**src/hdl/bpc_pkg.sv**
```systemverilog
// ----------------------------------------------------------------------------
// bpc_pkg
// Shared types and constants for the barometric pressure compensation block.
// ----------------------------------------------------------------------------
package bpc_pkg;

   // calibration register indexes
   localparam logic [2:0] REG_C1_SENS     = 3'd0;
   localparam logic [2:0] REG_C2_OFF      = 3'd1;
   localparam logic [2:0] REG_C3_TCS      = 3'd2;
   localparam logic [2:0] REG_C4_TCO      = 3'd3;
   localparam logic [2:0] REG_C5_TREF     = 3'd4;
   localparam logic [2:0] REG_C6_TEMPSENS = 3'd5;

   // reset values of the calibration words
   localparam logic [15:0] C1_RESET = 16'd32096;
   localparam logic [15:0] C2_RESET = 16'd29403;
   localparam logic [15:0] C3_RESET = 16'd37974;
   localparam logic [15:0] C4_RESET = 16'd17363;
   localparam logic [15:0] C5_RESET = 16'd33993;
   localparam logic [15:0] C6_RESET = 16'd27957;

   localparam int SHIFT_OFF  = 5;
   localparam int SHIFT_SENS = 7;
   localparam int SHIFT_TEMP = 23;
   localparam int SHIFT_X    = 21;
   localparam int SHIFT_P    = 15;
   localparam int TEMP_BASE  = 2000;

   // SENS is split for the D1 * SENS product
   localparam int SENS_LO_W = 18;

   typedef struct packed {
      logic [15:0] c1;
      logic [15:0] c2;
      logic [15:0] c3;
      logic [15:0] c4;
      logic [15:0] c5;
      logic [15:0] c6;
   } cal_type;

endpackage

```
**src/hdl/bpc_csr.sv**
```systemverilog
// ----------------------------------------------------------------------------
// bpc_csr
// Calibration register bank, one 16-bit word per factory coefficient.
// ----------------------------------------------------------------------------
module bpc_csr
   import bpc_pkg::*;
(
   input  logic        clock,
   input  logic        reset,
   input  logic        wr_en,
   input  logic [2:0]  wr_index,
   input  logic [15:0] wr_data,
   output cal_type     cal
);

   cal_type cal_ff;
   cal_type cal_in;

   always_comb begin
      cal_in = cal_ff;
      if (wr_en) begin
         unique case (wr_index)
            REG_C1_SENS:     cal_in.c1 = wr_data;
            REG_C2_OFF:      cal_in.c2 = wr_data;
            REG_C3_TCS:      cal_in.c3 = wr_data;
            REG_C4_TCO:      cal_in.c4 = wr_data;
            REG_C5_TREF:     cal_in.c5 = wr_data;
            REG_C6_TEMPSENS: cal_in.c6 = wr_data;
            default:         cal_in = cal_ff;   // unmapped index, dropped
         endcase
      end
   end

   always_ff @(posedge clock) begin
      if (reset) begin
         cal_ff <= '{c1: C1_RESET, c2: C2_RESET, c3: C3_RESET,
                     c4: C4_RESET, c5: C5_RESET, c6: C6_RESET};
      end else begin
         cal_ff <= cal_in;
      end
   end

   assign cal = cal_ff;

endmodule

```
**config.mk**
```make
export PLATFORM = sky130hd
export DESIGN_NAME = bpc_csr
export DESIGN_NICKNAME = d
export VERILOG_FILES = /design/src/hdl/bpc_pkg.sv /design/src/hdl/bpc_csr.sv
export SDC_FILE = /design/constraint.sdc
export NUM_CORES = 1
export LEC_CHECK = 0
export ABC_AREA = 1
export BUFFER_PORTS_ARGS = -buffer_cell sky130_fd_sc_hd__buf_2
export CORE_MARGIN = 2
export CORE_UTILIZATION = 52
export CTS_BUF_LIST = sky130_fd_sc_hd__clkbuf_8
export CTS_CLUSTER_DIAMETER = 100
export DETAILED_ROUTE_END_ITERATION = 7
export PLACE_DENSITY_LB_ADDON = 0.12
export SLEW_MARGIN = 10
export SYNTH_ARGS = -nofsm -noshare
export SYNTH_HDL_FRONTEND = slang
export SYNTH_SLANG_ARGS = --single-unit
```
**constraint.sdc**
```tcl
create_clock -name clock -period 1.6 [get_ports clock]
set_clock_uncertainty 0.2 [all_clocks]
set_input_delay 0.16 -clock clock [delete_from_list [all_inputs] [get_ports clock]]
set_output_delay 0.16 -clock clock [all_outputs]
set_load 0.01 [all_outputs]
```
==> qor.csv, run 1 <==
stage;metric;value;unit
clock_network;tritoncts;built;
clock_network;clk_latency;350;ps
detailed_routing;via_per_inst;5.06;
setup_path;worstSetupPathType;in2reg;
place;gp_congestion;0.898;
floorplanning;die_w;87.9;um
finish;design_area;4760;um^2
logic_synthesis;syn-cell-area;3660;um^2
setup_path;worstPathArrival;1550;ps
detailed_routing;detail_route.first_pass.iterations;5;
setup_path;cp.required;1700;ps
power_and_ir_drop;p_leak;2.37;nW
clock_network;cts.sinks;96;
floorplanning;start_util;53.9;%
detailed_routing;drt_iter0_markers;171;
finish;layout.nets;659;
global_route;grt_pass1_vias;3446;
outcome;status;completed;
logic_synthesis;synth_cell_types;14;
logic_synthesis;ys_seq_elements;96;
logic_synthesis;synth_edf_count;0;
timing;tns;0;ps
logic_synthesis;synthCells;500;
timing;hold_viol_final;0;
clock_network;htree_levels;3;
floorplanning;die_area;7730;um^2
global_route;grt_max_degree;44;
logic_synthesis;synth_top_area_share;52.5;%
global_route;gr-total-overflow;0;
detailed_routing;totalWireLength;10.6;mm
logic_synthesis;async_reset_ff_share;0;%
logic_synthesis;avgSynthCellArea;7.32;um^2
timing;rsz0062_at_grt;no;
timing;fmaxAchievable;689;MHz
timing;relSlewSlack;72.5;%
clock_network;cts_made_buffers;9;
power_and_ir_drop;vdd_drop_max;0.640;mV
timing;post-route-period-util;90.7;%
logic_synthesis;seq_area_frac_synth;52.5;%
detailed_routing;topRoutingLayerUsed;met4;
power_and_ir_drop;power_density;998;nW/um^2
detailed_routing;num_vias;3736;
finish;area_delta_synth_final;30.1;%
timing;setup_viol_count_final;0;
detailed_routing;met1_length;4.42;mm
clock_network;post-cts-setup-buffers;0;
floorplanning;die_height;87.9;um
finish;diodes;0;
detailed_routing;route.met3.wl;711;um
timing;min_period;1450;ps
setup_path;startpoint_type;input port;
global_route;grt_usage;28.3;%
setup_path;crit_fanout;43;
finish;ff_latch_area;1920;um^2
clock_network;root_buffer;clkbuf_8;
clock_network;clkTransAtPathRegs;90;ps
floorplanning;io_pins;118;
place;dpl.hpwl;7.54;mm
floorplanning;core;6790;um^2
logic_synthesis;yosys.area.top_type;dfxtp_1;
timing;holdWs;37.5;ps
logic_synthesis;synth.area.top_cells;dfxtp_1 52%, nand2_1 16%, nand3_1 13%;
detailed_routing;routedWlPerCell;14.3;um
timing;drv_slew;0;
logic_synthesis;ys_top_cells_by_count;156 x nand2_1, 97 x nor2_1, 96 x dfxtp_1, 96 x nand3_1, 20 x inv_1;
detailed_routing;antenna_left;0;
detailed_routing;drc_errors;0;
clock_network;clock_path_buffers;2;
finish;largest_register_ffs;96;
logic_synthesis;synth_flop_cell;dfxtp_1;
floorplanning;rows;30;
min_path;min_path_type;in2reg;
finish;post-route-util;70.1;%
run;maxCapViolCount;0;
logic_synthesis;syn_nets;522;
finish;layout-drive-gt1-share;24.8;%
place;port-buffer-count;117;
finish;fillers;614;
logic_synthesis;synth.most_common_cell;nand2_1;
logic_synthesis;ys_warn_count;0;
global_route;grt_pass1_wl;16.7;mm
finish;multi_input_area;1530;um^2
place;dpl-instance-area;4380;um^2
setup_path;crit_path_end_kind;register;
timing;worst_slew_pin_slew;411;ps
detailed_routing;wl_met2;5.15;mm
global_route;antenna_found_initial;0;
## report_power, final
part           switching, mW  internal [mW]
Combinational          0.354          0.214
Clock                  0.821          0.851
Sequential            0.0431           2.47
## kinds of logic after synthesis
| kind of cell | synth area share, % |
|---|---|
| simple gates | 41.7 |
| flops | 52.5 |
| buf+inv | 5.84 |
## metrics by stage
step	setup WS [ps]	total power, mW	cells
final	149	4.76	738
after global routing	61.9	4.94	738
after CTS	162	4.76	738
after detailed placement	104	3.10	705
after global placement	149	3.09	705
after floorplan	392	2.87	500
## placed cells by master (no fill, tap or decap), types with 2 or more instances in the layout
cell | netlist | layout
nand2_1 | 156 | 156
buf_2 | 6 | 117
nor2_1 | 97 | 97
nand3_1 | 96 | 96
dfxtp_1 | 96 | 96
inv_1 | 20 | 20
dlygate4sd3_1 | 0 | 17
buf_4 | 3 | 13
clkbuf_8 | 0 | 12
nor2_4 | 8 | 8
inv_2 | 1 | 2
buf_12 | 0 | 2
## metal layers
layer,vias to the layer above,GRT usage (%)
met4,0,11.7
met3,25,5.84
met1,1735,35.7
li1,1837,-
met2,139,47.3
met5,-,0
## area by class of cell
class                      count  area share [%]
sequential                    96            40.3
multi-input combinational    358            32.0
timing repair buffer         149            18.8
clock buffer                  12            3.47
tap                           96            2.52
inverter                      23            1.81
clock inverter                 4            1.08
## worst max-delay path: stages
cell and delay, ps:
dlygate4sd3_1 530, buf_2 120, inv_2 280, buf_12 260
nand2_1 100, nor2_1 80
## path summary, 6_finish.rpt
check | start | cells after the start | slack (ps) | endpoint
hold / removal | wr_index[2] | 5 | 40 | cal[82]$_SDFFE_PP0P_
hold reg to reg | cal[40]$_SDFFE_PP1P_ | 2 | 260 | cal[40]$_SDFFE_PP1P_
setup / recovery | reset | 6 | 150 | cal[59]$_SDFFE_PP0P_
setup reg to reg | cal[52]$_SDFFE_PP1P_ | 2 | 800 | cal[52]$_SDFFE_PP1P_
## what timing repair did
action	4_1_cts	5_1_grt
resized for setup	0	0
setup endpoints to repair	0	0
hold buffers	17	0
hold endpoints to repair	48	0
No activity file was read; power rests on OpenSTA's default activity.
==> run 2, diff against run 1 <==
--- a/config.mk
+++ b/config.mk
@@ -13,6 +13,7 @@
 export CTS_CLUSTER_DIAMETER = 100
 export DETAILED_ROUTE_END_ITERATION = 7
 export PLACE_DENSITY_LB_ADDON = 0.12
+export SETUP_SLACK_MARGIN = 0.4
 export SLEW_MARGIN = 10
 export SYNTH_ARGS = -nofsm -noshare
 export SYNTH_HDL_FRONTEND = slang
==> qor.csv, run 2 (synthesized netlist as in run 1, its figures left out) <==
stage;metric;value;unit;change
outcome;status;complete, but fails checks;;
outcome;violations;negative hold slack;;
floorplanning;die_height;87.9;um;unchanged
finish;multi_input_area;1530;um^2;+0.33%
min_path;min_from;reset;;
timing;relSlewSlack;73.1;%;+0.58 points
detailed_routing;drc_errors;0;;unchanged
setup_path;critical_path_cell_count;1;;-5
setup_path;crit_buf_inv;1;;-3
global_route;grt_usage;28.5;%;+0.16 points
power_and_ir_drop;finalPower;4.84;mW;+1.8%
setup_path;rr_endpoint;cal[61]$_SDFFE_PP0P_;;
clock_network;tritoncts;built;;
clock_network;root_buffer;clkbuf_8;;
place;port-buffer-count;117;;unchanged
detailed_routing;via_per_inst;5.09;;+0.54%
setup_path;startpoint_type;register;;
floorplanning;rows;30;;unchanged
timing;post-route-period-util;74.6;%;-16 points
finish;diodes;0;;unchanged
power_and_ir_drop;p_leak;2.46;nW;+3.8%
floorplanning;core;6790;um^2;unchanged
setup_path;critical_path.cell_chain;buf_2;;
timing;hold_viol_final;5;;+5
setup_path;worstSetupPathType;reg2out;;
finish;post-route-util;75.3;%;+5.2 points
min_path;min_path_type;in2reg;;
finish;ff_latch_area;2030;um^2;+5.7%
setup_path;endpoint;cal[4];;
finish;final_common_cell;nand2_1;;
global_route;grt_pass1_vias;3426;;-0.58%
setup_path;r2r_start;cal[61]$_SDFFE_PP0P_;;
clock_network;clkTransAtPathRegs;90;ps;about the same
finish;layout.nets;659;;unchanged
global_route;antenna_found_initial;0;;unchanged
detailed_routing;drt_iter0_markers;224;;+31%
setup_path;cp_top_family;flip-flops;;
power_and_ir_drop;vdd_drop_max;0.540;mV;-16%
timing;fmaxAchievable;838;MHz;+22%
global_route;grt_max_degree;44;;unchanged
finish;layout-drive-gt1-share;39.6;%;+15 points
setup_path;reg2reg_slack;700;ps;-100 ps
timing;drv_slew;0;;unchanged
clock_network;clock_path_buffers;2;;unchanged
clock_network;holdBufCountCts;16;;-1
timing;min_period;1190;ps;-258 ps
finish;mostFrequentLayoutCells;156 x nand2_1, 97 x nor2_1, 96 x nand3_1;;
timing;holdWs;-23.0;ps;-60.5 ps
setup_path;worstPathArrival;830;ps;-720 ps
timing;worst_slew_pin_slew;403;ps;-8.72 ps
floorplanning;die_w;87.9;um;unchanged
clock_network;cts.sinks;96;;unchanged
setup_path;cp.required;1240;ps;-460 ps
setup_path;slowest_delay;340;ps;-190 ps
floorplanning;io_pins;118;;unchanged
run;maxCapViolCount;0;;unchanged
place;gp_congestion;0.898;;unchanged
global_route;grt_pass1_wl;16.7;mm;unchanged
clock_network;clk_latency;360;ps;about the same
setup_path;crit_path_end_kind;output pin;;
setup_path;reg2regPathDepth;3;;+1
clock_network;htree_levels;3;;unchanged
detailed_routing;totalWireLength;11.3;mm;+6.7%
setup_path;cp_slowest_cell;dfxtp_2;;
power_and_ir_drop;power_density;946;nW/um^2;-5.2%
finish;fillers;525;;-14%
floorplanning;start_util;53.9;%;unchanged
timing;tns;0;ps;unchanged
detailed_routing;detail_route.first_pass.iterations;5;;unchanged
setup_path;cp-startpoint;cal[4]$_SDFFE_PP1P_;;
setup_path;crit_fanout;2;;-95%
finish;stdcell_count;738;;unchanged
place;post-place-ws;104;ps;unchanged
global_route;gr-total-overflow;0;;unchanged
place;dpl.hpwl;7.54;mm;unchanged
place;place_inst;705;;unchanged
clock_network;cts_made_buffers;9;;unchanged
finish;largest_register_ffs;96;;unchanged
timing;worst_slack;406;ps;+258 ps
detailed_routing;antenna_left;0;;unchanged
floorplanning;die_area;7730;um^2;unchanged
timing;setup_viol_count_final;0;;unchanged
detailed_routing;routedWlPerCell;15.3;um;+6.7%
finish;area_delta_synth_final;39.7;%;
detailed_routing;num_vias;3756;;+0.54%
timing;rsz0062_at_grt;yes;;
-- run 2: cell count changes in the layout (fill, tap and decap cells not counted), sizes merged --
cell / delta
buf: +1
dlygate4sd3: -1
-- run 2: worst min-delay path by stage --
stage / to / slack, ps / depth (start not counted)
3_3_place_gp: cal[73]$_SDFFE_PP1P_ / 200 / 3
4_1_cts: cal[92]$_SDFFE_PP1P_ / -20 / 3
3_5_place_dp: cal[50]$_SDFFE_PP1P_ / 220 / 3
6_report: cal[92]$_SDFFE_PP1P_ / -20 / 3
5_1_grt: cal[92]$_SDFFE_PP1P_ / -4 / 3
2_1_floorplan: cal[16]$_SDFFE_PP1P_ / 70 / 2
-- run 2: worst min-delay path, cell delays in order --
cell and delay [ps]:
buf_2 80, inv_2 140, nand3_1 120
-- run 2: final cells by class --
type / count / area share (%)
clock inverters: 4 / 1.00
well taps: 96 / 2.35
repair buffers: 149 / 22.1
multi-input cells: 358 / 29.9
inverters: 23 / 1.69
flip-flops and latches: 96 / 39.7
clock buffers: 12 / 3.23
-- run 2: where the power goes --
| part | total [mW] | switching (mW) | internal, mW |
|---|---|---|---|
| clock network | 1.69 | 0.834 | 0.851 |
| logic | 0.617 | 0.365 | 0.252 |
| registers | 2.54 | 0.0528 | 2.49 |
-- run 2: per-layer routing --
layer	global-route usage (%)	up-vias	wire length (um)
met4	12.2	0	279
met5	0	-	0
met1	35.9	1744	4510
li1	-	1835	-
met2	47.4	158	5680
met3	5.94	19	793
-- run 2: timing repair --
item,4_1_cts,5_1_grt
resized for setup,30,105
buffers inserted,0,1
pin swaps,0,0
setup endpoints to repair,30,124
hold endpoints to repair,49,2
-- run 2: per-stage QoR --
| step | hold WS [ps] | instance area [um^2] |
|---|---|---|
| after global routing | -4.03 | 5120 |
| final | -23.0 | 5120 |
| after CTS | -22.3 | 4800 |
| after global placement | 198 | 4380 |
| after floorplan | 73.2 | 3660 |
| after detailed placement | 218 | 4380 |
==> run 3, diff against run 2 <==
==> constraint.sdc (replaced) <==
create_clock -name clock -period 1.2 [get_ports clock]
set_clock_uncertainty 0.2 [all_clocks]
set_input_delay 0.12 -clock clock [delete_from_list [all_inputs] [get_ports clock]]
set_output_delay 0.12 -clock clock [all_outputs]
set_load 0.01 [all_outputs]
==> qor.csv, run 3 <==
stage;metric;value;unit;change
floorplanning;die_w;87.9;um;unchanged
outcome;error;[ERROR DPL-0038] Utilization greater than 100%, impossible to legalize;;
logic_synthesis;syn_nets;522;;unchanged
logic_synthesis;synthCells;500;;unchanged
floorplanning;die_height;87.9;um;unchanged
place;gp_congestion;0.866;;-3.5%
floorplanning;io_pins;118;;unchanged
logic_synthesis;synth.most_common_cell;nand2_1;;
place;dpl.hpwl;7.21;mm;-4.4%
timing;worst-ep-kind;primary output;;
floorplanning;start_util;53.9;%;unchanged
outcome;status;did not finish;;
clock_network;cts_made_buffers;9;;unchanged
logic_synthesis;ys_top_cells_by_count;156 x nand2_1, 97 x nor2_1, 96 x dfxtp_1, 96 x nand3_1, 20 x inv_1;;
logic_synthesis;ys_seq_elements;96;;unchanged
clock_network;htree_levels;3;;unchanged
outcome;haltStage;global routing (5_1_grt);;
global_route;grt_max_degree;50;;
clock_network;root_buffer;clkbuf_8;;
logic_synthesis;synth.area.top_cells;dfxtp_1 52%, nand2_1 16%, nand3_1 13%;;
logic_synthesis;avgSynthCellArea;7.32;um^2;unchanged
timing;grt_repair_worst_endpoint;cal[86];;
logic_synthesis;syn-cell-area;3660;um^2;unchanged
logic_synthesis;synth_edf_count;0;;unchanged
place;port-buffer-count;117;;unchanged
logic_synthesis;yosys.area.top_type;dfxtp_1;;
logic_synthesis;synth_cell_types;14;;unchanged
clock_network;cts.sinks;96;;unchanged
logic_synthesis;async_reset_ff_share;0;%;unchanged
floorplanning;rows;30;;unchanged
logic_synthesis;synth_flop_cell;dfxtp_1;;
logic_synthesis;seq_area_frac_synth;52.5;%;unchanged
clock_network;clock_path_buffers;2;;unchanged
logic_synthesis;synth_top_area_share;52.5;%;unchanged
logic_synthesis;ys_warn_count;0;;unchanged
==> run 3: cell counts after synthesis <==
No cell type changed its count.
==> run 3: timing repair <==
| action | in CTS |
|---|---|
| resized for setup | 315 |
| endpoints found under the hold margin | 50 |
| pin swaps | 49 |
| buffers inserted | 26 |
| endpoints found under the setup margin | 190 |
| gates cloned | 4 |
==> run 3: logic make-up after synthesis <==
logic type	synth area share, %
buf+inv	5.84
flops	52.5
simple gates	41.7
==> run 3: through the flow <==
stage	instances	worst slack [ps]	cell area, um^2	setup TNS, ps
after floorplan	500	215	3890	0
after global placement	709	-99.4	4600	-6400
after detailed placement	709	-148	4600	-8460
after CTS	755	54.7	6310	0
==> run 4, diff against run 3 <==
--- a/config.mk
+++ b/config.mk
@@ -8,12 +8,9 @@
 export ABC_AREA = 1
 export BUFFER_PORTS_ARGS = -buffer_cell sky130_fd_sc_hd__buf_2
 export CORE_MARGIN = 2
-export CORE_UTILIZATION = 52
-export CTS_BUF_LIST = sky130_fd_sc_hd__clkbuf_8
-export CTS_CLUSTER_DIAMETER = 100
+export CORE_UTILIZATION = 40
 export DETAILED_ROUTE_END_ITERATION = 7
-export PLACE_DENSITY_LB_ADDON = 0.12
-export SETUP_SLACK_MARGIN = 0.4
+export PLACE_DENSITY_LB_ADDON = 0.15
 export SLEW_MARGIN = 10
 export SYNTH_ARGS = -nofsm -noshare
 export SYNTH_HDL_FRONTEND = slang
==> qor.csv, run 4 (synthesized netlist as in run 1, its figures left out) <==
stage;metric;value;unit;change
outcome;status;complete, but fails checks;;
outcome;violations;negative hold slack;;
finish;final_common_cell;nand2_1;;
global_route;grt_usage;22.0;%;
detailed_routing;drt_iter0_markers;136;;
finish;stdcell_count;760;;
setup_path;reg2reg_slack;410;ps;
place;dpl-instance-area;4620;um^2;+0.44%
finish;multi_input_area;1530;um^2;
clock_network;clk_latency;350;ps;
floorplanning;io_pins;118;;unchanged
detailed_routing;via_per_inst;4.85;;
floorplanning;die_height;99.7;um;+13%
setup_path;critical_path.cell_chain;buf_2;;
floorplanning;core;8810;um^2;
floorplanning;die_w;99.7;um;+13%
floorplanning;die_area;9940;um^2;
place;port-buffer-count;117;;unchanged
clock_network;root_buffer;clkbuf_8;;
clock_network;clock_path_buffers;2;;unchanged
detailed_routing;detail_route.first_pass.iterations;4;;
clock_network;holdBufCountCts;16;;
clock_network;clkTransAtPathRegs;90;ps;
power_and_ir_drop;p_leak;2.48;nW;
timing;worst_slack;28.2;ps;
detailed_routing;routedWlPerCell;14.1;um;
timing;post-route-period-util;97.6;%;
min_path;min_path_type;in2reg;;
timing;worst_slew_pin_slew;391;ps;
floorplanning;rows;34;;+13%
clock_network;tritoncts;built;;
power_and_ir_drop;power_density;1330;nW/um^2;
setup_path;crit_buf_inv;1;;
setup_path;cp_slowest_cell;dfxtp_1;;
global_route;grt_pass1_vias;3502;;
finish;ff_latch_area;1960;um^2;
setup_path;crit_path_end_kind;output pin;;
timing;drv_slew;0;;
finish;layout-drive-gt1-share;30.8;%;
detailed_routing;antenna_left;0;;
global_route;grt_pass1_wl;17.1;mm;
finish;mostFrequentLayoutCells;156 x nand2_1, 115 x buf_2, 97 x nor2_1;;
setup_path;worstPathArrival;850;ps;
setup_path;r2r_start;cal[26]$_SDFFE_PP1P_;;
clock_network;htree_levels;3;;unchanged
finish;layout.nets;670;;
clock_network;cts.sinks;96;;unchanged
clock_network;post-cts-setup-buffers;0;;-100%
setup_path;cp.required;880;ps;
min_path;hold_depth;4;;
global_route;grt_max_degree;59;;
run;maxCapViolCount;0;;
timing;fmaxAchievable;853;MHz;
place;dpl.hpwl;7.92;mm;+10%
setup_path;crit_fanout;2;;
setup_path;worstSetupPathType;reg2out;;
clock_network;cts_made_buffers;9;;unchanged
place;place_inst;729;;+2.8%
finish;area_delta_synth_final;38.3;%;
setup_path;slowest_delay;360;ps;
global_route;gr-total-overflow;0;;
finish;diodes;0;;
power_and_ir_drop;finalPower;6.71;mW;
place;post-place-ws;-169;ps;-20.9 ps
finish;largest_register_ffs;96;;
detailed_routing;totalWireLength;10.7;mm;
timing;holdWs;-10.6;ps;
global_route;antenna_found_initial;0;;
detailed_routing;num_vias;3689;;
min_path;min_to;cal[93]$_SDFFE_PP1P_;;
setup_path;startpoint_type;register;;
timing;hold_viol_final;15;;
setup_path;cp_top_family;flip-flops;;
setup_path;rr_endpoint;cal[26]$_SDFFE_PP1P_;;
timing;setup_viol_count_final;0;;
finish;design_area;5060;um^2;
finish;fillers;883;;
timing;relSlewSlack;73.9;%;
detailed_routing;drc_errors;0;;
power_and_ir_drop;vdd_drop_max;0.627;mV;
min_path;min_from;reset;;
place;gp_congestion;0.831;;-4.0%
floorplanning;start_util;41.6;%;-12 points
setup_path;reg2regPathDepth;2;;
timing;min_period;1170;ps;
[run 4: layout make-up]
type | count | area share, %
Clock inverter | 5 | 2.05
Timing Repair Buffer | 160 | 22.0
Clock buffer | 10 | 2.72
Tap cell | 108 | 2.67
Sequential cell | 96 | 38.7
Inverter | 23 | 1.70
Multi-Input combinational cell | 358 | 30.1
[run 4: power by group]
group / total (mW) / switching (mW) / internal, mW
clock: 2.53 / 1.09 / 1.43
sequential: 3.36 / 0.0597 / 3.30
combinational: 0.822 / 0.478 / 0.344
[run 4: worst max path at each step]
stage | startpoint | end | slack (ps) | depth (start not counted)
finish | cal[49]$_SDFFE_PP1P_ | cal[49] | 30 | 1
CTS | cal[22]$_SDFFE_PP1P_ | cal[22] | 3 | 1
floorplan | reset | cal[0]$_SDFFE_PP1P_ | 30 | 4
global placement | wr_index[1] | cal[52]$_SDFFE_PP1P_ | -150 | 7
detailed placement | wr_index[1] | cal[58]$_SDFFE_PP1P_ | -170 | 7
global route | cal[31]$_SDFFE_PP1P_ | cal[31] | -3 | 1
[run 4: repair_timing]
action	CTS	global route
setup endpoints to repair	0	35
resized for setup	0	33
endpoints found under the hold margin	50	6
[run 4: stage by stage]
step	utilization (%)	setup TNS, ps
CTS	57.0	0
floorplan	-	0
global route	57.5	-2.85
finish	57.5	0
detailed placement	52.5	-8410
global placement	52.5	-6960
[run 4: metal layers]
layer	vias to the layer above	global-route usage [%]	wire (um)
met5	-	0	0
met4	0	7.38	195
met3	16	4.29	490
met2	103	35.1	5040
met1	1708	30.0	4990
li1	1862	-	-
